<file path="config.mk">
export PLATFORM = sky130hd
export DESIGN_NAME = dflbd_ctrl
export DESIGN_NICKNAME = d
export VERILOG_FILES = /design/src/rtl/dflbd_pkg.sv /design/src/rtl/dflbd_ctrl.sv
export SDC_FILE = /design/constraint.sdc
export NUM_CORES = 1
export LEC_CHECK = 0
export ABC_AREA = 1
export BUFFER_PORTS_ARGS = -buffer_cell sky130_fd_sc_hd__buf_2
export CAP_MARGIN = 20
export CORE_AREA = 2 2 53 55
export DETAILED_ROUTE_END_ITERATION = 12
export DIE_AREA = 0 0 55 57
export PLACE_DENSITY = 0.8
export SYNTH_ARGS = -nofsm -noshare
export SYNTH_HDL_FRONTEND = slang
export SYNTH_SLANG_ARGS = --single-unit
</file>
<file path="constraint.sdc">
create_clock -name i_clk -period 1.66 [get_ports i_clk]
set_input_delay 0.166 -clock i_clk [delete_from_list [all_inputs] [get_ports i_clk]]
set_output_delay 0.166 -clock i_clk [all_outputs]
set_load 0.01 [all_outputs]
</file>
<file path="src/rtl/dflbd_pkg.sv">
// ----------------------------------------------------------------------------
// dflbd_pkg
// Shared types, constants and exp tables for the DFL box decoder.
// ----------------------------------------------------------------------------
`default_nettype none

package dflbd_pkg;

    // Bins per cell and grid size limit
    localparam int BINS     = 16;
    localparam int GRID_MAX = 256;

    // Divider: numerator width and iteration counter width
    localparam int NUM_W = 51;
    localparam int CNT_W = $clog2(NUM_W);

    // Configuration port
    localparam int CFG_IDX_W = 3;
    localparam int CFG_DAT_W = 22;

    localparam logic [CFG_IDX_W-1:0] CFG_CONF_THRESHOLD = 3'd0;
    localparam logic [CFG_IDX_W-1:0] CFG_GRID_STRIDE    = 3'd1;
    localparam logic [CFG_IDX_W-1:0] CFG_PAD_LEFT       = 3'd2;
    localparam logic [CFG_IDX_W-1:0] CFG_PAD_TOP        = 3'd3;
    localparam logic [CFG_IDX_W-1:0] CFG_RATIO_X        = 3'd4;
    localparam logic [CFG_IDX_W-1:0] CFG_RATIO_Y        = 3'd5;
    localparam logic [CFG_IDX_W-1:0] CFG_IMAGE_WIDTH    = 3'd6;
    localparam logic [CFG_IDX_W-1:0] CFG_IMAGE_HEIGHT   = 3'd7;

    // Shared multiplier operations
    typedef logic [3:0] t_op;
    localparam t_op OP_NONE  = 4'd0;
    localparam t_op OP_EXP1L = 4'd1;   // EI[31:0]  * EH
    localparam t_op OP_EXP1H = 4'd2;   // EI[34:32] * EH << 32
    localparam t_op OP_EXP2L = 4'd3;   // T[31:0]   * EL
    localparam t_op OP_EXP2H = 4'd4;   // T[35:32]  * EL << 32
    localparam t_op OP_WSL   = 4'd5;   // W[31:0]   * stride
    localparam t_op OP_WSH   = 4'd6;   // W[35:32]  * stride << 32
    localparam t_op OP_EDL   = 4'd7;   // diff[31:0]  * ratio
    localparam t_op OP_EDH   = 4'd8;   // diff[63:32] * ratio << 32

    // Controller to datapath commands
    typedef struct packed {
        logic       capture;
        t_op        mul_op;
        logic [1:0] side;
        logic       exp_class;
        logic       latch_tmp;
        logic       acc_sum;
        logic       div_conf;
        logic       div_dist;
        logic       div_step;
        logic       latch_conf;
        logic       make_diff;
        logic       store_edge;
        logic       load_out;
    } t_cmd;

    // Datapath to controller status
    typedef struct packed {
        logic bin_ok;
        logic bin_last;
        logic conf_pass;
    } t_status;

    // e^(n-8), Q.24
    function automatic logic [34:0] exp_int(input logic [3:0] n);
        logic [34:0] v;
        case (n)
            4'd0:  v = 35'd5628;
            4'd1:  v = 35'd15299;
            4'd2:  v = 35'd41587;
            4'd3:  v = 35'd113044;
            4'd4:  v = 35'd307285;
            4'd5:  v = 35'd835288;
            4'd6:  v = 35'd2270549;
            4'd7:  v = 35'd6171993;
            4'd8:  v = 35'd16777216;
            4'd9:  v = 35'd45605201;
            4'd10: v = 35'd123967790;
            4'd11: v = 35'd336979391;
            4'd12: v = 35'd916004956;
            4'd13: v = 35'd2489959628;
            4'd14: v = 35'd6768412009;
            default: v = 35'd18398451372;
        endcase
        return v;
    endfunction

    // e^(a/16), Q.16
    function automatic logic [17:0] exp_hi(input logic [3:0] a);
        logic [17:0] v;
        case (a)
            4'd0:  v = 18'd65536;
            4'd1:  v = 18'd69763;
            4'd2:  v = 18'd74262;
            4'd3:  v = 18'd79052;
            4'd4:  v = 18'd84150;
            4'd5:  v = 18'd89577;
            4'd6:  v = 18'd95354;
            4'd7:  v = 18'd101504;
            4'd8:  v = 18'd108051;
            4'd9:  v = 18'd115019;
            4'd10: v = 18'd122437;
            4'd11: v = 18'd130334;
            4'd12: v = 18'd138740;
            4'd13: v = 18'd147688;
            4'd14: v = 18'd157213;
            default: v = 18'd167352;
        endcase
        return v;
    endfunction

    // e^(b/256), Q.16
    function automatic logic [16:0] exp_lo(input logic [3:0] b);
        logic [16:0] v;
        case (b)
            4'd0:  v = 17'd65536;
            4'd1:  v = 17'd65793;
            4'd2:  v = 17'd66050;
            4'd3:  v = 17'd66309;
            4'd4:  v = 17'd66568;
            4'd5:  v = 17'd66829;
            4'd6:  v = 17'd67090;
            4'd7:  v = 17'd67353;
            4'd8:  v = 17'd67616;
            4'd9:  v = 17'd67881;
            4'd10: v = 17'd68147;
            4'd11: v = 17'd68413;
            4'd12: v = 17'd68681;
            4'd13: v = 17'd68950;
            4'd14: v = 17'd69220;
            default: v = 17'd69491;
        endcase
        return v;
    endfunction

endpackage

`default_nettype wire

</file>
<file path="src/rtl/dflbd_ctrl.sv">
// ----------------------------------------------------------------------------
// dflbd_ctrl
// Sequencer: steps the shared multiplier, divider and result stage.
// ----------------------------------------------------------------------------
`default_nettype none

module dflbd_ctrl
    import dflbd_pkg::*;
(
    input  wire logic    i_clk,
    input  wire logic    i_rst_n,
    input  wire logic    i_valid,
    output logic         o_stall,
    output logic         o_valid,
    input  wire logic    i_stall,
    input  wire t_status i_status,
    output t_cmd         o_cmd
);

    localparam logic [3:0] S_IDLE  = 4'd0;
    localparam logic [3:0] S_CHECK = 4'd1;
    localparam logic [3:0] S_EXP   = 4'd2;
    localparam logic [3:0] S_DIVC  = 4'd3;
    localparam logic [3:0] S_CONF  = 4'd4;
    localparam logic [3:0] S_SIDE  = 4'd5;
    localparam logic [3:0] S_DIVD  = 4'd6;
    localparam logic [3:0] S_EDGE  = 4'd7;
    localparam logic [3:0] S_OUT   = 4'd8;

    localparam logic [CNT_W-1:0] CNT_LAST = CNT_W'(NUM_W - 1);

    logic [3:0]       r_state, n_state;
    logic [2:0]       r_step, n_step;
    logic [CNT_W-1:0] r_cnt, n_cnt;
    logic [1:0]       r_side, n_side;
    logic             r_cls, n_cls;
    logic             r_out_valid, n_out_valid;
    t_cmd             cmd;

    assign o_stall = (r_state != S_IDLE);
    assign o_valid = r_out_valid;
    assign o_cmd   = cmd;

    // Next state and commands
    always_comb begin
        n_state = r_state;
        n_step  = r_step;
        n_cnt   = r_cnt;
        n_side  = r_side;
        n_cls   = r_cls;
        cmd     = '0;
        cmd.side      = r_side;
        cmd.exp_class = r_cls;
        cmd.mul_op    = OP_NONE;

        unique case (r_state)
            S_IDLE: begin
                if (i_valid) begin
                    cmd.capture = 1'b1;
                    n_state     = S_CHECK;
                end
            end
            S_CHECK: begin
                n_side = 2'd0;
                n_step = 3'd0;
                n_cls  = 1'b0;
                n_state = i_status.bin_ok ? S_EXP : S_IDLE;
            end
            S_EXP: begin
                n_step = r_step + 3'd1;
                case (r_step)
                    3'd0: cmd.mul_op = OP_EXP1L;
                    3'd1: cmd.mul_op = OP_EXP1H;
                    3'd2: cmd.latch_tmp = 1'b1;
                    3'd3: cmd.mul_op = OP_EXP2L;
                    3'd4: cmd.mul_op = OP_EXP2H;
                    default: begin
                        n_step = 3'd0;
                        if (r_cls) begin
                            cmd.div_conf = 1'b1;
                            n_cnt   = '0;
                            n_state = S_DIVC;
                        end else begin
                            cmd.acc_sum = 1'b1;
                            if (r_side == 2'd3) begin
                                if (i_status.bin_last) begin
                                    n_cls = 1'b1;
                                end else begin
                                    n_state = S_IDLE;
                                end
                            end else begin
                                n_side = r_side + 2'd1;
                            end
                        end
                    end
                endcase
            end
            S_DIVC: begin
                cmd.div_step = 1'b1;
                n_cnt = r_cnt + 1'b1;
                if (r_cnt == CNT_LAST) begin
                    n_state = S_CONF;
                end
            end
            S_CONF: begin
                cmd.latch_conf = 1'b1;
                n_side = 2'd0;
                n_step = 3'd0;
                n_state = i_status.conf_pass ? S_SIDE : S_IDLE;
            end
            S_SIDE: begin
                n_step = r_step + 3'd1;
                case (r_step)
                    3'd0: cmd.mul_op = OP_WSL;
                    3'd1: cmd.mul_op = OP_WSH;
                    default: begin
                        cmd.div_dist = 1'b1;
                        n_cnt   = '0;
                        n_step  = 3'd0;
                        n_state = S_DIVD;
                    end
                endcase
            end
            S_DIVD: begin
                cmd.div_step = 1'b1;
                n_cnt = r_cnt + 1'b1;
                if (r_cnt == CNT_LAST) begin
                    n_state = S_EDGE;
                end
            end
            S_EDGE: begin
                n_step = r_step + 3'd1;
                case (r_step)
                    3'd0: cmd.make_diff = 1'b1;
                    3'd1: cmd.mul_op = OP_EDL;
                    3'd2: cmd.mul_op = OP_EDH;
                    default: begin
                        cmd.store_edge = 1'b1;
                        n_step = 3'd0;
                        if (r_side == 2'd3) begin
                            n_state = S_OUT;
                        end else begin
                            n_side  = r_side + 2'd1;
                            n_state = S_SIDE;
                        end
                    end
                endcase
            end
            S_OUT: begin
                if (!r_out_valid || !i_stall) begin
                    cmd.load_out = 1'b1;
                    n_state = S_IDLE;
                end
            end
            default: n_state = S_IDLE;
        endcase
    end

    // Output valid: set on load, cleared when the transaction completes
    always_comb begin
        n_out_valid = r_out_valid;
        if (cmd.load_out) begin
            n_out_valid = 1'b1;
        end else if (r_out_valid && !i_stall) begin
            n_out_valid = 1'b0;
        end
    end

    always_ff @(posedge i_clk) begin
        if (!i_rst_n) begin
            r_state     <= S_IDLE;
            r_step      <= '0;
            r_cnt       <= '0;
            r_side      <= '0;
            r_cls       <= 1'b0;
            r_out_valid <= 1'b0;
        end else begin
            r_state     <= n_state;
            r_step      <= n_step;
            r_cnt       <= n_cnt;
            r_side      <= n_side;
            r_cls       <= n_cls;
            r_out_valid <= n_out_valid;
        end
    end

endmodule

`default_nettype wire

</file>
### Yosys cells after proc, flatten, opt, wreduce, memory -nomap -nowiden

Index checks and enable logic that the tools add are counted.

| operators by class | value |
|---|---|
| reduce and logical (&&, ||, !) cells | 21 |
| multiplexer cells | 54 |
| $add $sub $neg | 3 |
| equal/unequal tests | 25 |

Operator list:

| kind | number |
|---|---|
| $mux 4 | 11 |
| $pmux 4 s9 | 1 |
| $pmux 3 s4 | 2 |
| $mux 1 | 19 |
| $mux 6 | 3 |
| $ne 2x2->1 const B | 9 |
| $pmux 6 s3 | 1 |
| $eq 4x3->1 const B | 4 |
| $mux 3 | 5 |
| $mux 2 | 7 |
| $pmux 4 s3 | 1 |
| $reduce_and 9->1 | 1 |
| $eq 4x2->1 const B | 2 |
| $pmux 4 s2 | 1 |
| $reduce_and 4->1 | 2 |
| $reduce_bool 4->1 | 2 |
| $add 6x1->6 const B | 1 |
| $eq 3x2->1 const B | 2 |
| $eq 6x6->1 const B | 1 |
| $ne 3x3->1 const B | 2 |
| $pmux 2 s3 | 1 |
| $pmux 3 s2 | 1 |
| $reduce_bool 3->1 | 2 |
| $reduce_or 2->1 | 3 |
| other kinds (17) | 19 |

| word-level totals | value |
|---|---|
| word-level logic and storage cells | 109 |
| output and inout port bits | 19 |
| bits in registers | 17 |
| input bits | 7 |

### Logic depth before layout (Yosys ltp)

Gate-level depths: netlist (run 1).

| depth | value |
|---|---|
| depth in word-level cells | 5 |
| depth in mapped cells | 11 |
| gate-level depth less buffers | 11 |

### Worst setup path before layout (run 1)

No wires, ideal clock.

| path | value |
|---|---|
| kind | register to output |
| start | register r_step[0] |
| end | output o_cmd[6] (netlist bit) |
| buffers on the path | 0 |
| cell stages (with the launch flop) | 10 |
| arrival time | 1.372 ns |
| path slack | 0.122 ns |
| required time | 1.494 ns |
| cells stage by stage | dfxtp_1 -> inv_1 -> ha_1 -> nand2_1 -> nand2_1 -> nor2_4 -> inv_1 -> nor2_1 -> inv_1 -> nor2_1 |

RTL lines:

| item | line | RTL |
|---|---|---|
| from (decl) | dflbd_ctrl.sv:33 | `logic [2:0] r_step, n_step;` |
| from (signal assigned) | dflbd_ctrl.sv:179 | `r_step <= n_step;` |
| to (decl) | dflbd_ctrl.sv:17 | `output t_cmd o_cmd` |

==> results of run 1 <==
## metrics by stage
stage,instances,utilization (%)
after floorplan,222,-
after global placement,279,59.14
after detailed placement,279,59.14
after CTS,292,65.26
after global routing,293,68.52
final,293,68.52
## cell type report
class	count	area [um^2]	share of cell area, %
sequential	17	354.1	19.76
timing repair buffer	40	245.2	13.69
tap	31	38.79	2.165
clock buffer	4	26.28	1.466
multi-input combinational	167	997.2	55.66
inverter	34	130.1	7.263
## sequential cells by signal, summed over array words and instances, names as in the netlist
register,count
r_cnt,6
r_state,4
r_step,3
r_side,2
o_valid,1
r_cls,1
## routing by layer
layer,routed length [um],vias to the layer above
met4,44,0
met1,1587,685
li1,-,781
met2,1799,62
met5,0,-
met3,219,6
## kinds of logic (layout without fill, tap and decap cells)
family,count (synthesis),in the layout,synth area share (%)
buffers and inverters,38,78,11.06
AND/OR/NAND/NOR,134,134,45.98
XOR/XNOR,1,1,0.6400
AO/OA/AOI/OAI,24,24,10.15
adder cells (fa/ha/maj),8,8,7.313
flip-flops,17,17,24.86
## final timing paths
kind,from,depth (start not counted),end,slack [ns]
worst min register to register,o_valid,2,o_valid,0.49
worst max-delay path,r_step[0],10,o_cmd[6],-0.15
worst min-delay path,i_stall,3,o_valid,0.14
worst max register to register,r_step[0],12,r_side[1],0.01
## cell usage after synthesis, types with 2 or more instances
| master | number | area (um^2) |
|---|---|---|
| o21ai_0 | 7 | 35.03 |
| nand2_1 | 55 | 206.5 |
| nor2_1 | 30 | 112.6 |
| nor2_4 | 3 | 33.78 |
| nand4_1 | 3 | 18.77 |
| nand3_1 | 19 | 95.09 |
| nand2_2 | 13 | 81.33 |
| o211ai_1 | 2 | 15.01 |
| ha_1 | 8 | 100.1 |
| a21oi_1 | 12 | 60.06 |
| dfxtp_1 | 17 | 340.3 |
| nand2_4 | 2 | 22.52 |
| inv_1 | 31 | 116.4 |
| nor3_1 | 2 | 10.01 |
| or2_2 | 2 | 12.51 |
| inv_2 | 3 | 11.26 |
| buf_4 | 2 | 15.01 |
| nor2_2 | 3 | 18.77 |
## power groups by stage
stage / logic, mW / registers (mW) / clock network (mW)
floorplan: 0.907 / 0.569 / 0
global placement: 1.17 / 0.575 / 0
detailed placement: 1.19 / 0.575 / 0
CTS: 1.34 / 0.588 / 0.238
global route: 1.67 / 0.606 / 0.257
finish: 1.50 / 0.594 / 0.234
## repair_timing
item / CTS / global route
pin swaps: 8 / 18
resized for setup: 26 / 24
hold buffers: 0 / 0
setup endpoints to repair: 6 / 23
setup buffers: 9 / 3
## critical path: cells and delay by family (launching register included)
kind	cells	cell delay (ns)
flops	1	0.38
simple gates	4	0.36
fa+ha+maj	2	0.31
buf+inv	4	0.28
==> results.toml, run 1 <==
[floorplanning]
start_util_pct = 52.34
die_x_um = 55
die-area_um2 = 3135
fp.dieH_um = 57
ios = 26
coreArea_um2 = 2615
std_cell_rows = 19

[place]
hpwlAfterDp_um = 2354
numPortBuffers = 25
gp_congestion = 0.8925
dp_slack_ns = 0.003128
placed_area_um2 = 1546

[pwr]
p_switching_mw = 1.155
switching_share_pct = 49.61
power_mw = 2.328
ir_drop_v = 0.0008921
p_clk_share_pct = 10.1
p_leak_nw = 0.9369
p_per_area_nw_per_um2 = 1300
combPwrFrac_pct = 64.4
p_int_mw = 1.173
seqPwrFrac_pct = 25.5

[timing]
fmax_mhz = 552.4
post-route-min-period_ns = 1.810
final.setup_skew_ns = 0.005034
max_slew_margin_pct = 70.17
setup_viol = 4
setup_ws_ns = -0.1501
fin_setup_tns_ns = -0.3938
whs_ns = 0.1386
rsz0062_at_grt = "yes"
hold_viol = 0
tightest_slew_ns = 0.4470
drv_slew = 0
fin_crit_sh_pct = 109.0

[worst_setup_path]
critical_path_required_ns = 1.49
slowest_stage = "dfxtp_4"
crit_type = "reg -> out"
cp_max_fo = 5
cp_cell_sequence = "ha_4, ha_4, inv_2, nand2_2, nor2_4, inv_2, nor2_4, inv_2, nor2_1, buf_2"
max_stage_delay_ns = 0.38
cp-start-kind = "flop"
cpMostUsedCell = "inv_2"
endpoint_kind = "primary output"
cp_data_arrival_time_ns = 1.64

[finish]
antennaDiodeCount = 0
final_cell_mix = "nand2_1, nor2_1, inv_1, buf_2, nand3_1"
drive_above_1_share_pct = 38.93
area.growth.synth_to_final_pct = 30.90
final_common_cell = "nand2_1"
fill_cells = 225
design_area_um2 = 1792
layout.nets = 278

[clocking]
cts_root_buffer = "clkbuf_4"
cts_made_buffers = 3
clock-sinks = 17
clk-insertion-delay-late_ns = 0.29
clk_path_buf_depth = 2
cts_tree = "yes"
htreeDepth = 1
clk_pin_slew_ns = 0.11

[hold_path]
hold_class = "in -> reg"

[global_route]
use_met3_pct = 3.927
grt_overflow_total = 0
grtUsageMet2_pct = 36.22
antenna_found_initial = 0
grt_max_degree = 14
met1_usage_pct = 31.97
grt_pass1_vias = 1307
grt_use_total_pct = 23.39
grt_pass1_wl_um = 5506
gr-max-usage-layer = "met2"

[job]
cap_violations = 0

[synth]
ys_warn_count = 0
synth_cell_types = 26
syn-cell-area_um2 = 1369
async_reset_ff_share_pct = 0
netlist_instances = 222
synth_flop_cell = "dfxtp_1"
avgSynthCellArea_um2 = 6.166
ys_seq_area_share_pct = 24.86
synth_edf_count = 0
yosys_register_bits = 17
synth_fp_nets = 237

[outcome]
status = "complete, but fails checks"
violations = "negative setup slack"

[detailed_routing]
wire_per_inst_um = 12.46
routed-via-count = 1534
drt_iter0_markers = 81
via_per_inst = 5.235
firstDrtPassIters = 4
drc = 0
wl_um = 3651
final_antenna_net_count = 0
(Power assumes the default switching activity.)
==> run 2, diff against run 1 <==
CELL_PAD_IN_SITES_DETAIL_PLACEMENT = 2   (was default)
CELL_PAD_IN_SITES_GLOBAL_PLACEMENT = 2   (was default)
CORE_AREA = 2 2 72 74   (was 2 2 53 55)
DIE_AREA = 0 0 74 76   (was 0 0 55 57)
==> run 2 against run 1 <==
Against the previous run: the flow still finishes with violations (negative setup slack); sequential power up 4.5%; final area up 11%; clock power up 57%; die area up 79%; via count up 9.7%; sequential cell count unchanged; worst setup slack worse by 0.063 ns; register-to-register slack worse by 0.13 ns; clock-buffer cell count unchanged; critical path type unchanged.
==> results.toml, run 2 (synthesized netlist as in run 1, its figures left out) <==
[outcome]
status = "complete, but fails checks"
violations = "negative setup slack"

[detailed_routing]
drc = 0
final_antenna_net_count = 0
routed-via-count = 1683
wire_per_inst_um = 19.26
drt_iter0_markers = 58
via_per_inst = 4.935
wl_um = 6568
firstDrtPassIters = 4

[global_route]
gr-max-usage-layer = "met2"
grt_pass1_wl_um = 9094
antenna_found_initial = 0
use_met3_pct = 2.381
grtUsageMet2_pct = 38.39
grt_max_degree = 14
met1_usage_pct = 25.41
grt_overflow_total = 0
grt_use_total_pct = 21.35
grt_pass1_vias = 1775

[pwr]
p_leak_nw = 1.005
ir_drop_v = 0.0004957
p_per_area_nw_per_um2 = 1413

[clocking]
cts_tree = "yes"
clk-insertion-delay-late_ns = 0.28
clk_pin_slew_ns = 0.08
cts_made_buffers = 3
clock-sinks = 17
clk_path_buf_depth = 2
cts_root_buffer = "clkbuf_8"
htreeDepth = 1

[timing]
max_slew_margin_pct = 62.92
fin_crit_sh_pct = 112.9
final.setup_skew_ns = 0.006283
fmax_mhz = 533.7
setup_viol = 15
drv_slew = 0
rsz0062_at_grt = "yes"
tightest_slew_ns = 0.5557
setup_ws_ns = -0.2136
post-route-min-period_ns = 1.874
hold_viol = 0

[worst_setup_path]
cp-start-kind = "flop"
crit_type = "reg -> out"
cp_data_arrival_time_ns = 1.71
cp_max_fo = 4
critical_path_required_ns = 1.49
endpoint_kind = "primary output"

[place]
dp.cells = 319
dp_slack_ns = -0.04856
numPortBuffers = 25
gp_congestion = 0.7624
hpwlAfterDp_um = 3628

[floorplanning]
coreArea_um2 = 4912
fp.dieH_um = 76
die_x_um = 74
die-area_um2 = 5624
std_cell_rows = 26
ios = 26
start_util_pct = 27.87

[finish]
fill_cells = 581
final_common_cell = "nand2_1"
top_regs = "r_cnt x6, r_state x4, r_step x3"
drive_above_1_share_pct = 43.91
area.growth.synth_to_final_pct = 44.88
antennaDiodeCount = 0
layoutNonFillerInstCount = 341
top_register = "r_cnt"
layout.nets = 287
final_cell_mix = "nand2_1, buf_2, inv_1"
largest_reg_flops = 6
post-route-util_pct = 40.37

[hold_path]
hold_class = "in -> reg"

[job]
cap_violations = 0
-- run 2: cell types whose count changed in the layout (fill, tap and decap cells not counted), sizes merged --
cell	previous run	this run
buf	40	49
-- run 2: final cells by class --
class                   instances  area [um^2]  area share [%]
clock buffers                   4        45.04           2.271
inverters                      34        130.1           6.562
multi-input cells             167         1035           52.18
flip-flops and latches         17        361.6           18.23
well taps                      70        87.58           4.416
repair buffers                 49        324.1           16.34
-- run 2: final timing paths --
kind | from | endpoint | slack, ns | cells past startpoint
min | i_stall | o_valid | 0.16 | 3
min reg2reg | o_valid | o_valid | 0.49 | 2
max | r_step[0] | o_cmd[6] | -0.21 | 10
max reg2reg | r_step[0] | r_state[1] | -0.12 | 13
-- run 2: critical path: stages, from the launching register on --
cell and delay (ns):
dfxtp_4 0.37, ha_4 0.17, ha_4 0.15, inv_2 0.04, nand2_2 0.06, nor2_4 0.15
inv_2 0.07, nor2_4 0.10, inv_2 0.06, nor2_1 0.10, buf_2 0.15
-- run 2: what timing repair did --
action,in CTS,in global routing
setup endpoints to repair,9,26
setup buffers,8,10
hold buffers,0,0
gates resized for setup,32,36
pin swaps,9,13
-- run 2: report_power, final --
part | internal [mW] | switching [mW]
combinational | 0.701 | 1.11
sequential | 0.505 | 0.116
clock | 0.173 | 0.195
-- run 2: layer usage --
metal	up-vias	wire (um)
met5	-	0
met4	0	146
met3	11	213
met2	40	3455
met1	841	2753
li1	791	-
-- run 2: through the flow --
stage / power, mW / setup TNS [ns] / area [um^2] / hold slack (ns)
after floorplan: 1.476 / 0 / 1369 / 0.2864
after global placement: 1.827 / 0 / 1603 / 0.4539
after detailed placement: 1.881 / -0.1088 / 1603 / 0.4621
after CTS: 2.450 / -0.2208 / 1805 / 0.1806
after global routing: 3.017 / -3.092 / 1983 / 0.1852
final: 2.802 / -1.642 / 1983 / 0.1603
==> run 3, diff against run 2 <==
CAP_MARGIN = 25   (was 20)
clock period = 1.8 ns   (was 1.66 ns; I/O delays follow)
==> run 3 against run 2 <==
Against the previous run: the run now ends clean; critical path depth stayed put; combinational power is 26% lower; global-route usage is 2.5 points lower; worst hold slack better by 0.024 ns; clock-buffer cell count stayed put; clock power is 15% lower; highest routed layer unchanged; sequential power is 10% lower; final cell count is 3.8% lower; power is 21% lower; register-to-register slack better by 0.23 ns; sequential share of layout area is 1.8 points higher.
==> results.toml, run 3 (synthesized netlist as in run 1, its figures left out) <==
[place]
dp.cells = 317
gp_congestion = 0.7812
numPortBuffers = 25
hpwlAfterDp_um = 3635

[finish]
antennaDiodeCount = 0
area.growth.synth_to_final_pct = 29.25
fill_cells = 646
top_register = "r_cnt"
multi_input_area_um2 = 947.2
post-route-util_pct = 36.02
largest_reg_flops = 6
top_regs = "r_cnt x6, r_state x4, r_step x3"
regArea_um2 = 354.1
final_cell_mix = "nand2_1, nor2_1, inv_1, buf_2, nand3_1"
layoutNonFillerInstCount = 328
drive_above_1_share_pct = 34.50
final_common_cell = "nand2_1"
layout.nets = 274

[global_route]
grt_pass1_vias = 1689
antenna_found_initial = 0
grt_max_degree = 14
grt_use_total_pct = 18.88
grt_pass1_wl_um = 8190
grt_overflow_total = 0

[floorplanning]
coreArea_um2 = 4912
fp.dieH_um = 76
ios = 26
die-area_um2 = 5624
std_cell_rows = 26
die_x_um = 74
start_util_pct = 27.87

[clocking]
clock-sinks = 17
cts_root_buffer = "clkbuf_8"
htreeDepth = 1
clk_pin_slew_ns = 0.08
clk-insertion-delay-late_ns = 0.26
cts.hold.buffers_added = 0
cts_made_buffers = 3
clk_path_buf_depth = 2
cts_tree = "yes"

[timing]
fin_crit_sh_pct = 99.33
drv_slew = 0
rsz0062_at_grt = "yes"
setup_viol = 0
max_slew_margin_pct = 65.87
fin_setup_tns_ns = 0
hold_viol = 0
fmax_mhz = 559.3
post-route-min-period_ns = 1.788
final.setup_skew_ns = 0.01122
tightest_slew_ns = 0.5114

[worst_setup_path]
cp_max_fo = 5
crit_type = "reg -> out"
max_stage_delay_ns = 0.37
cp_data_arrival_time_ns = 1.61
endpoint_kind = "primary output"
cp-start-kind = "flop"
critical_path_required_ns = 1.62
cpLargestDelayFamily = "flip-flops"
critPathBufInv = 4
cp_cell_sequence = "ha_4, ha_4, inv_2, nand2_2, nor2_4, inv_2, nor2_4, inv_2, nor2_2, buf_2"
cpMostUsedCell = "inv_2"
slowest_stage = "dfxtp_4"

[pwr]
ir_drop_v = 0.0003968
p_leak_nw = 0.9118
p_per_area_nw_per_um2 = 1247
power_mw = 2.206

[detailed_routing]
wire_per_inst_um = 15.60
firstDrtPassIters = 4
drc = 0
via_per_inst = 4.753
routed-via-count = 1559
final_antenna_net_count = 0
drt_iter0_markers = 36
wl_um = 5116

[hold_path]
hold_class = "in -> reg"

[outcome]
status = "complete, no violations"

[job]
cap_violations = 0
run 3: cell types whose count changed in the layout (fill, tap and decap cells not counted), moves of 4 or more:
cell     before  now
nand2_1      45   51
nand2_4       8    4
o21ai_0       3    7
buf_4        19   11
o21ai_1       4    0
nor2_2        7    2
buf_6         5    0
nor2_1       22   28
run 3: metal layers:
layer	part of all wire (%)	global-route usage [%]
met5	0	0
met4	1.5	5.636
met3	2.0	2.116
met2	52	32.41
met1	44	24.31
run 3: worst paths after layout:
path / to / depth (start not counted) / from / slack [ns]
max: o_cmd[6] / 10 / r_step[0] / 0.01
min: o_valid / 3 / i_stall / 0.18
max reg2reg: r_side[1] / 11 / r_step[0] / 0.11
min reg2reg: o_valid / 2 / o_valid / 0.48
run 3: where the power goes:
part | internal (mW) | switching [mW] | total (mW)
logic | 0.487 | 0.850 | 1.34
registers | 0.460 | 0.0973 | 0.558
clock network | 0.158 | 0.154 | 0.312
total | 1.11 | 1.10 | 2.21
run 3: what timing repair did:
item	in CTS	in global routing
gates resized for setup	23	8
endpoints found under the setup margin	4	3
pin swaps	5	5
buffers inserted	4	3
run 3: stage by stage:
| step | hold WS (ns) | setup slack [ns] | instance area [um^2] |
|---|---|---|---|
| 2_1_floorplan | 0.3004 | 0.2476 | 1369 |
| 3_3_place_gp | 0.4669 | 0.1244 | 1588 |
| 3_5_place_dp | 0.4714 | -0.005332 | 1588 |
| 4_1_cts | 0.1913 | -0.04904 | 1729 |
| 5_1_grt | 0.2142 | -0.06159 | 1769 |
| 6_report | 0.1838 | 0.01211 | 1769 |
run 3: worst register-to-register path: stages (launching register included):
cell and delay [ns]:
dfxtp_4 0.37, ha_4 0.17, ha_4 0.15, inv_2 0.04
nand2_2 0.06, nor2_4 0.12, inv_2 0.06, buf_4 0.13
a21oi_2 0.21, nand3_1 0.11, nand2_1 0.08, nor2_1 0.04
run 3: layout make-up:
cell class | instances | area share, %
repair buffers | 36 | 11.74
multi-input cells | 167 | 53.54
well taps | 70 | 4.950
clock buffers | 4 | 2.546
inverters | 34 | 7.214
flip-flops and latches | 17 | 20.01
